<file path="config.mk">
export PLATFORM = sky130hd
export DESIGN_NAME = fhtc_cell
export DESIGN_NICKNAME = d
export VERILOG_FILES = /design/src/hdl/fhtc_pkg.sv /design/src/hdl/fhtc_cell.sv
export SDC_FILE = /design/constraint.sdc
export NUM_CORES = 2
export LEC_CHECK = 0
export BUFFER_PORTS_ARGS = -buffer_cell sky130_fd_sc_hd__buf_4
export CAP_MARGIN = 25
export CORE_UTILIZATION = 45
export DETAILED_ROUTE_END_ITERATION = 10
export PLACE_DENSITY = 0.67
export SLEW_MARGIN = 20
export SYNTH_ARGS = -nofsm -noshare
export SYNTH_HDL_FRONTEND = slang
export SYNTH_SLANG_ARGS = --single-unit
</file>
<file path="constraint.sdc">
create_clock -name clk -period 5.6 [get_ports clk]
set_input_delay 0.84 -clock clk [delete_from_list [all_inputs] [get_ports clk]]
set_output_delay 0.84 -clock clk [all_outputs]
set_load 0.005 [all_outputs]
</file>
<file path="src/hdl/fhtc_pkg.sv">
`default_nettype none

package fhtc_pkg;

    // defaults for the top level parameters
    localparam int DEFAULT_MAX_TRIANGLES = 8;
    localparam int DEFAULT_COORD_BITS    = 12;

    // fixed field widths
    localparam int OP_BITS       = 2;
    localparam int TRI_BITS      = 3;
    localparam int SLOT_BITS     = 2;
    localparam int CHAN_BITS     = 8;
    localparam int COLOR_BITS    = 3 * CHAN_BITS;
    localparam int HIT_BITS      = 3;
    localparam int OFFSET_BITS   = 10;
    localparam int COUNT_BITS    = 4;
    localparam int CFG_IDX_BITS  = 1;
    localparam int CFG_DATA_BITS = 10;

    // operation codes
    localparam logic [OP_BITS-1:0] OP_LOAD_VERTEX = 2'd0;
    localparam logic [OP_BITS-1:0] OP_LOAD_COLOR  = 2'd1;
    localparam logic [OP_BITS-1:0] OP_QUERY       = 2'd2;

    // vertex slot code that writes nothing
    localparam logic [SLOT_BITS-1:0] SLOT_UNUSED = 2'd3;

    // register indexes
    localparam logic [CFG_IDX_BITS-1:0] REG_CENTER_OFFSET = 1'd0;
    localparam logic [CFG_IDX_BITS-1:0] REG_TRIS_IN_USE   = 1'd1;

    // register reset values
    localparam logic [OFFSET_BITS-1:0] CENTER_OFFSET_RESET = 10'd250;
    localparam logic [COUNT_BITS-1:0]  TRIS_IN_USE_RESET   = 4'd6;

    // width of a centered coordinate: holds column minus offset and offset minus row
    function automatic int point_bits(input int coord_bits);
        return ((coord_bits > OFFSET_BITS + 1) ? coord_bits : OFFSET_BITS + 1) + 1;
    endfunction

    // table write broadcast to every cell
    typedef struct packed {
        logic                  vert_we;
        logic                  color_we;
        logic [TRI_BITS-1:0]   tri_sel;
        logic [SLOT_BITS-1:0]  slot;
        logic [COLOR_BITS-1:0] color;
    } fhtc_load_t;

    // first-hit record handed down the chain
    typedef struct packed {
        logic                  valid;
        logic                  found;
        logic [HIT_BITS-1:0]   index;
        logic [COLOR_BITS-1:0] color;
    } fhtc_rec_t;

endpackage

`default_nettype wire

</file>
<file path="src/hdl/fhtc_cell.sv">
`default_nettype none

module fhtc_cell #(
    parameter int CELL_INDEX = 0,
    parameter int COORD_BITS = fhtc_pkg::DEFAULT_COORD_BITS
) (
    input  wire logic                                clk,
    input  wire logic                                rst_n,
    input  wire fhtc_pkg::fhtc_load_t                load,
    input  wire logic signed [COORD_BITS-1:0]        load_x,
    input  wire logic signed [COORD_BITS-1:0]        load_y,
    input  wire logic [fhtc_pkg::COUNT_BITS-1:0]     tri_count,
    input  wire logic                                pt_valid_in,
    input  wire logic signed [fhtc_pkg::point_bits(COORD_BITS)-1:0] pt_u_in,
    input  wire logic signed [fhtc_pkg::point_bits(COORD_BITS)-1:0] pt_v_in,
    output logic                                     pt_valid_out,
    output logic signed [fhtc_pkg::point_bits(COORD_BITS)-1:0]      pt_u_out,
    output logic signed [fhtc_pkg::point_bits(COORD_BITS)-1:0]      pt_v_out,
    input  wire fhtc_pkg::fhtc_rec_t                 rec_in,
    output fhtc_pkg::fhtc_rec_t                      rec_out
);
    import fhtc_pkg::*;

    localparam int QW = point_bits(COORD_BITS);  // centered point
    localparam int DW = QW + 1;                  // point minus vertex
    localparam int EW = COORD_BITS + 1;          // edge vector
    localparam int PW = DW + EW;                 // product
    localparam int XW = PW + 1;                  // cross product
    localparam int SW = XW + 2;                  // sum of three areas

    // triangle held by this cell
    logic signed [COORD_BITS-1:0] x_reg [3];
    logic signed [COORD_BITS-1:0] y_reg [3];
    logic [COLOR_BITS-1:0]        color_reg;

    logic tri_match;
    logic enabled;

    // point stage
    logic                 pt_valid_reg;
    logic signed [QW-1:0] u_reg, v_reg;

    // difference stage
    logic                 s1_valid_reg;
    logic signed [DW-1:0] du0_reg, dv0_reg, du1_reg, dv1_reg;
    logic signed [EW-1:0] ex01_reg, ey01_reg, ex12_reg, ey12_reg, ex02_reg, ey02_reg;

    // product stage
    logic                 s2_valid_reg;
    logic signed [PW-1:0] p0a_reg, p0b_reg, p1a_reg, p1b_reg;
    logic signed [PW-1:0] p2a_reg, p2b_reg, pwa_reg, pwb_reg;

    // cross and abs stage
    logic                 s3_valid_reg;
    logic signed [XW-1:0] c0, c1, c2, cw;
    logic [XW-1:0]        a0_next, a1_next, a2_next, aw_next;
    logic [XW-1:0]        a0_reg, a1_reg, a2_reg, aw_reg;

    // compare and record stage
    logic [SW-1:0]        area_sum;
    logic                 hit;
    fhtc_rec_t            rec_next, rec_reg;

    assign tri_match = (int'(load.tri_sel) == CELL_INDEX);
    assign enabled   = (CELL_INDEX < int'(tri_count));

    always_ff @(posedge clk)
    begin
        if (load.vert_we && tri_match)
        begin
            x_reg[load.slot] <= load_x;
            y_reg[load.slot] <= load_y;
        end
        if (load.color_we && tri_match)
        begin
            color_reg <= load.color;
        end
    end

    always_ff @(posedge clk or negedge rst_n)
    begin
        if (!rst_n)
        begin
            pt_valid_reg <= 1'b0;
            s1_valid_reg <= 1'b0;
            s2_valid_reg <= 1'b0;
            s3_valid_reg <= 1'b0;
            rec_reg      <= '0;
        end
        else
        begin
            pt_valid_reg <= pt_valid_in;
            s1_valid_reg <= pt_valid_reg;
            s2_valid_reg <= s1_valid_reg;
            s3_valid_reg <= s2_valid_reg;
            rec_reg      <= rec_next;
        end
    end

    always_ff @(posedge clk)
    begin
        u_reg    <= pt_u_in;
        v_reg    <= pt_v_in;

        du0_reg  <= DW'(u_reg) - DW'(x_reg[0]);
        dv0_reg  <= DW'(v_reg) - DW'(y_reg[0]);
        du1_reg  <= DW'(u_reg) - DW'(x_reg[1]);
        dv1_reg  <= DW'(v_reg) - DW'(y_reg[1]);
        ex01_reg <= EW'(x_reg[1]) - EW'(x_reg[0]);
        ey01_reg <= EW'(y_reg[1]) - EW'(y_reg[0]);
        ex12_reg <= EW'(x_reg[2]) - EW'(x_reg[1]);
        ey12_reg <= EW'(y_reg[2]) - EW'(y_reg[1]);
        ex02_reg <= EW'(x_reg[2]) - EW'(x_reg[0]);
        ey02_reg <= EW'(y_reg[2]) - EW'(y_reg[0]);

        p0a_reg  <= PW'(ex01_reg) * PW'(dv0_reg);
        p0b_reg  <= PW'(ey01_reg) * PW'(du0_reg);
        p1a_reg  <= PW'(ex12_reg) * PW'(dv1_reg);
        p1b_reg  <= PW'(ey12_reg) * PW'(du1_reg);
        p2a_reg  <= PW'(ex02_reg) * PW'(dv0_reg);
        p2b_reg  <= PW'(ey02_reg) * PW'(du0_reg);
        pwa_reg  <= PW'(ex01_reg) * PW'(ey02_reg);
        pwb_reg  <= PW'(ey01_reg) * PW'(ex02_reg);

        a0_reg   <= a0_next;
        a1_reg   <= a1_next;
        a2_reg   <= a2_next;
        aw_reg   <= aw_next;
    end

    always_comb
    begin
        c0 = XW'(p0a_reg) - XW'(p0b_reg);
        c1 = XW'(p1a_reg) - XW'(p1b_reg);
        c2 = XW'(p2a_reg) - XW'(p2b_reg);
        cw = XW'(pwa_reg) - XW'(pwb_reg);
        a0_next = c0[XW-1] ? XW'(-c0) : XW'(c0);
        a1_next = c1[XW-1] ? XW'(-c1) : XW'(c1);
        a2_next = c2[XW-1] ? XW'(-c2) : XW'(c2);
        aw_next = cw[XW-1] ? XW'(-cw) : XW'(cw);
    end

    // edges count as inside: sub-areas add up to the whole exactly
    always_comb
    begin
        area_sum = SW'(a0_reg) + SW'(a1_reg) + SW'(a2_reg);
        hit      = s3_valid_reg && enabled && (area_sum == SW'(aw_reg));
        rec_next = '0;
        if (s3_valid_reg)
        begin
            if (rec_in.found)
            begin
                rec_next = rec_in;
            end
            else if (hit)
            begin
                rec_next.found = 1'b1;
                rec_next.index = HIT_BITS'(CELL_INDEX);
                rec_next.color = color_reg;
            end
            rec_next.valid = 1'b1;
        end
    end

    assign pt_valid_out = pt_valid_reg;
    assign pt_u_out     = u_reg;
    assign pt_v_out     = v_reg;
    assign rec_out      = rec_reg;

endmodule

`default_nettype wire

</file>
# After elaboration in Yosys (flattened, before gate mapping)
# Memory sizes are Yosys's and may differ from the RTL's.
# Cells that the tools add are included.
[word_totals]
regBits = 543
latchBits = 0
ram_bits = 72
mem_bits_ro = 0
output_inout_bits = 56
memories = 2
[mem_list]
columns = ["name", "depth", "word_bits", "rd", "rd_ports_with_merged_regs", "write_ports", "line_no", "text"]
rows = [
  ["x_reg", 3, 12, 3, 0, 1, "fhtc_cell.sv:32", "logic signed [COORD_BITS-1:0] x_reg [3];"],
  ["y_reg", 3, 12, 3, 0, 1, "fhtc_cell.sv:33", "logic signed [COORD_BITS-1:0] y_reg [3];"],
]
[op_classes]
addsub = 20
n_mul = 8
div = 0
n_lt_le_gt_ge = 1
n_eq_ne = 1
shift = 0
muxes = 9
n_bitwise = 0
reduce_logical = 5
[op_table]
columns = ["cell", "count"]
rows = [
  ["13-bit by 14-bit multiplier with 27-bit output", 6],
  ["27-bit two-way mux", 4],
  ["28-bit negation", 3],
  ["27-bit by 27-bit subtractor with 28-bit output", 3],
  ["12-bit by 12-bit subtractor with 13-bit output", 6],
  ["28-bit two-way mux", 2],
  ["13-bit by 12-bit subtractor with 14-bit output", 4],
  ["13-bit by 13-bit multiplier with 26-bit output", 2],
  ["29-bit by 28-bit adder with 30-bit output", 1],
  ["30-bit by 28-bit equality test with 1-bit output", 1],
  ["28-bit by 28-bit adder with 29-bit output", 1],
  ["29-bit two-way mux", 1],
  ["27-bit negation with 28-bit output", 1],
  ["26-bit by 26-bit subtractor with 27-bit output", 1],
  ["1-bit logical AND", 4],
  ["1-bit by 4-bit < comparator with 1-bit output (first input constant)", 1],
  ["3-bit logical NOT", 1],
  ["1-bit two-way mux", 2],
]

# Longest topological paths before layout
[logic_depth]
ltp_word = 7
depth_mapped = 26
mapped_depth_nobuf = 25

# Least setup slack after synthesis
# No wires, ideal clock.
[synth_path]
path_kind = "reg-to-reg"
from = "register ey12_reg[4]"
to = "register p1b_reg[26]"
setup_ns = 0.120
arrival_ns = 5.964
required_ns = 5.480
path_slack_ns = -0.484
path_stages_with_launch = 20
path_buffers = 1
synth_period_minus_slack_ns = 6.084
path_cell_list = "dfxtp_1 > clkbuf_1 > nand2_1 > fa_1 > fa_1 > inv_1 > fa_1 > fa_1 > fa_1 > fa_1 > ha_1 > and3_1 > o211ai_1 > a31o_2 > o21ai_1 > or4_1 > and3_1 > a2111oi_0 > a21oi_1 > xnor2_1"
[synth_between]
elab_chain_len = 1
[synth_rtl]
columns = ["element", "line_no", "text"]
rows = [
  ["start, declared", "fhtc_cell.sv:46", "logic signed [EW-1:0] ex01_reg, ey01_reg, ex12_reg, ey12_reg, ex02_reg, ey02_reg;"],
  ["start signal, assigned", "fhtc_cell.sv:112", "ey12_reg <= EW'(y_reg[2]) - EW'(y_reg[1]);"],
  ["13-bit by 14-bit multiplier with 27-bit output", "fhtc_cell.sv:119", "p1b_reg <= PW'(ey12_reg) * PW'(du1_reg);"],
  ["end signal, assigned", "fhtc_cell.sv:119", ""],
  ["end, declared", "fhtc_cell.sv:50", "logic signed [PW-1:0] p0a_reg, p0b_reg, p1a_reg, p1b_reg;"],
]
# Every way passes these cells.
# A chain may end at the register's enable or synchronous reset.

# Worst setup path after layout
[layout_path]
from = "register ex02_reg[1]"
to = "register, netlist name pwb_reg[25]"
[layout_between]
elab_chain_len = 1
[layout_rtl]
columns = ["element", "line_no", "text"]
rows = [
  ["start, declared", "fhtc_cell.sv:46", ""],
  ["start signal, assigned", "fhtc_cell.sv:113", "ex02_reg <= EW'(x_reg[2]) - EW'(x_reg[0]);"],
  ["13-bit by 13-bit multiplier with 26-bit output", "fhtc_cell.sv:123", "pwb_reg <= PW'(ey01_reg) * PW'(ex02_reg);"],
]
# Every way passes these cells.

==> flow_metrics.tcl <==
set metrics [dict create \
    status "finished, violations left" \
    failed_checks "setup timing" \
    core_mm2 0.181 \
    clock_path_buffers 3 \
    ant_nets 0 \
    yosys-top-cells-count "inv_1 (1724), fa_1 (1405), nand2_1 (950)" \
    met3_usage_pct 4.24 \
    root_buffer "clkbuf_16" \
    drc 0 \
    fillCellCount 15800 \
    synth_edf_count 96 \
    hold_buffers 0 \
    gp_congestion 0.938 \
    maxClockFrequency_mhz 172 \
    antenna_found_initial 26 \
    track_usage_pct 25.7 \
    rr_startpoint "ex02_reg[1]" \
    synth_top_area_cell "fa_1" \
    met2_usage_pct 42.8 \
    synth-main-ff-cell "dfxtp_1" \
    io_pins 173 \
    grt_pass1_vias 66000 \
    slew_violations 0 \
    wl_mm 238 \
    tightest_slew_ps 1050 \
    critPathKind "reg -> reg" \
    setup_viol 30 \
    synth.avg_cell_area_um2 9.34 \
    yosysWarnings 0 \
    hp-class "in -> async" \
    numCtsBuffers 76 \
    finalCritPeriodShare_pct 104 \
    end_kind "flip-flop" \
    rows 156 \
    grt-busiest-layer "met2" \
    synth_top_area_share_pct 34.1 \
    tritoncts "done" \
    wl_per_cell_um 19.7 \
    crit_start "ex02_reg[1]" \
    ys_types 109 \
    seq_area_frac_synth_pct 16.3 \
    die_w_um 430 \
    met1_usage_pct 32.2 \
    drt-vias-per-instance 5.21 \
    finalHoldViolations 0 \
    fin_crit_ps 5800 \
    io_buffers 171 \
    yosys-top-cells-area "fa_1 (34%), ha_1 (12%), dfxtp_1 (12%)" \
    cp_max_fo 5 \
    crit_required_ps 6170 \
    numClockSinks 615 \
    relSlewSlack_pct 29.7 \
    die_area_mm2 0.185 \
    tns_ps -2500 \
    syn_area_mm2 0.0825 \
    fin_skew_ps 43.8 \
    first_pass_iters 6 \
    startpoint_type "flip-flop" \
    syn-num-nets 11200 \
    area_growth_pct 19.4 \
    dr_total_vias 62900 \
    async_reset_ff_share_pct 5.37 \
    path_clk_slew_ps 70 \
    nets 11900 \
    first_iter_violations 3753 \
    clock_latency_ps 720 \
    fp.dieH_um 430 \
    initial_utilization_pct 45.5 \
    syn_inst 8830 \
    overflow 0 \
    synth_most_common_cell "inv_1" \
    finalWorstSetupSlack_ps -200 \
    ys_ff_latch 615 \
    cts-htree-levels 3 \
    maxCapViolCount 0 \
    grt_max_degree 34 \
    grt_pass1_wl_mm 368 \
    dp_hpwl_mm 200 \
    rsz0062_at_grt "true" \
    crit_arrival_ps 6360 \
    drive_gt1_share_pct 17.3 \
]
-- metrics by stage --
step / area [µm²] / hold WS (ps) / cells / utilization, % / worst slack (ps)
floorplan: 82700 / 331 / 8830 / - / -18.9
global placement: 92200 / 338 / 11800 / 50.9 / -421
detailed placement: 92200 / 337 / 11800 / 50.9 / -489
CTS: 96800 / 30.2 / 12000 / 53.4 / -264
global route: 98400 / 81.6 / 12100 / 54.3 / -375
finish: 98500 / 74.5 / 12100 / 54.3 / -200
-- cell usage in the layout, fill, tap and decap left out, types with 64 or more instances in the layout --
| master | n |
|---|---|
| inv_1 | 1672 |
| fa_1 | 1373 |
| nand2_1 | 943 |
| buf_4 | 814 |
| ha_1 | 712 |
| and2_1 | 593 |
| dfxtp_1 | 430 |
| nor2_1 | 395 |
| xnor2_1 | 328 |
| o21ai_0 | 199 |
| a21oi_1 | 194 |
| xor2_1 | 133 |
| a21o_1 | 101 |
| edfxtp_1 | 96 |
| ha_4 | 92 |
| nor3_1 | 87 |
| nand3_1 | 83 |
| buf_12 | 82 |
| clkbuf_16 | 77 |
| buf_6 | 73 |
| nand2b_1 | 66 |
| o21a_1 | 65 |
| nor2b_1 | 64 |
-- critical path, cell delays in order (launching register included) --
cell and delay, ps:
dfxtp_4 390, buf_8 140, buf_8 130, buf_6 120, and2_4 150, fa_1 530
inv_1 50, fa_2 530, inv_2 40, fa_1 550, ha_4 210, fa_1 560
ha_4 230, ha_4 270, nor2b_4 150, o21ai_4 70, a21boi_4 170, o21ai_2 90
a21oi_2 190, o2111a_1 250, nor2_2 50, a2111o_1 400, nand3_2 130, and3_4 190
a211oi_2 40
-- area by class of cell --
class / instances / area, µm² / area share (%)
antenna: 21 / 52.6 / 0.0534
clock buffer: 97 / 2080 / 2.11
clock inverter: 44 / 524 / 0.532
inverter: 1726 / 6480 / 6.58
multi-input combinational: 6207 / 64000 / 65.0
sequential: 615 / 13600 / 13.8
tap: 2370 / 2970 / 3.01
timing repair buffer: 983 / 8780 / 8.91
-- cell families (layout without fill, tap and decap cells) --
family | count (synthesis) | after routing | share of synthesized area (%)
multiplexers | 15 | 15 | 0.211
AO/OA/AOI/OAI | 990 | 990 | 7.96
AND/OR/NAND/NOR | 2511 | 2511 | 14.9
adder cells (fa/ha/maj) | 2215 | 2215 | 46.4
flip-flops | 615 | 615 | 16.3
other | 1 | 22 | 0.00455
buffers and inverters | 2008 | 2850 | 9.18
XOR/XNOR | 475 | 475 | 5.05
-- final timing paths --
check / end / slack [ps] / depth (start not counted)
min in group clk: pt_u_out[12] / 230 / 1
worst min-delay path: rec_out[22] / 70 / 1
worst max register to register: pwb_reg[25] / -200 / 24
max in group asynchronous: rec_out[2] / 5230 / 1
worst min register to register: s3_valid_reg / 350 / 0
worst max-delay path: pwb_reg[25] / -200 / 24
-- layer usage --
metal / share of wire [%] / vias up
met5: 0.065 / -
met4: 5.7 / 18
met3: 6.3 / 413
met2: 48 / 1777
met1: 40 / 31700
li1: - / 29000
-- repair_timing --
action,CTS,global route
setup endpoints to repair,63,75
pin swaps,225,252
gates cloned,1,1
setup buffers,70,43
gates resized for setup,378,295
endpoints found under the hold margin,0,0
Power is not shown: default switching activity piles up to over one toggle a cycle in this logic, so the estimate is an artifact.
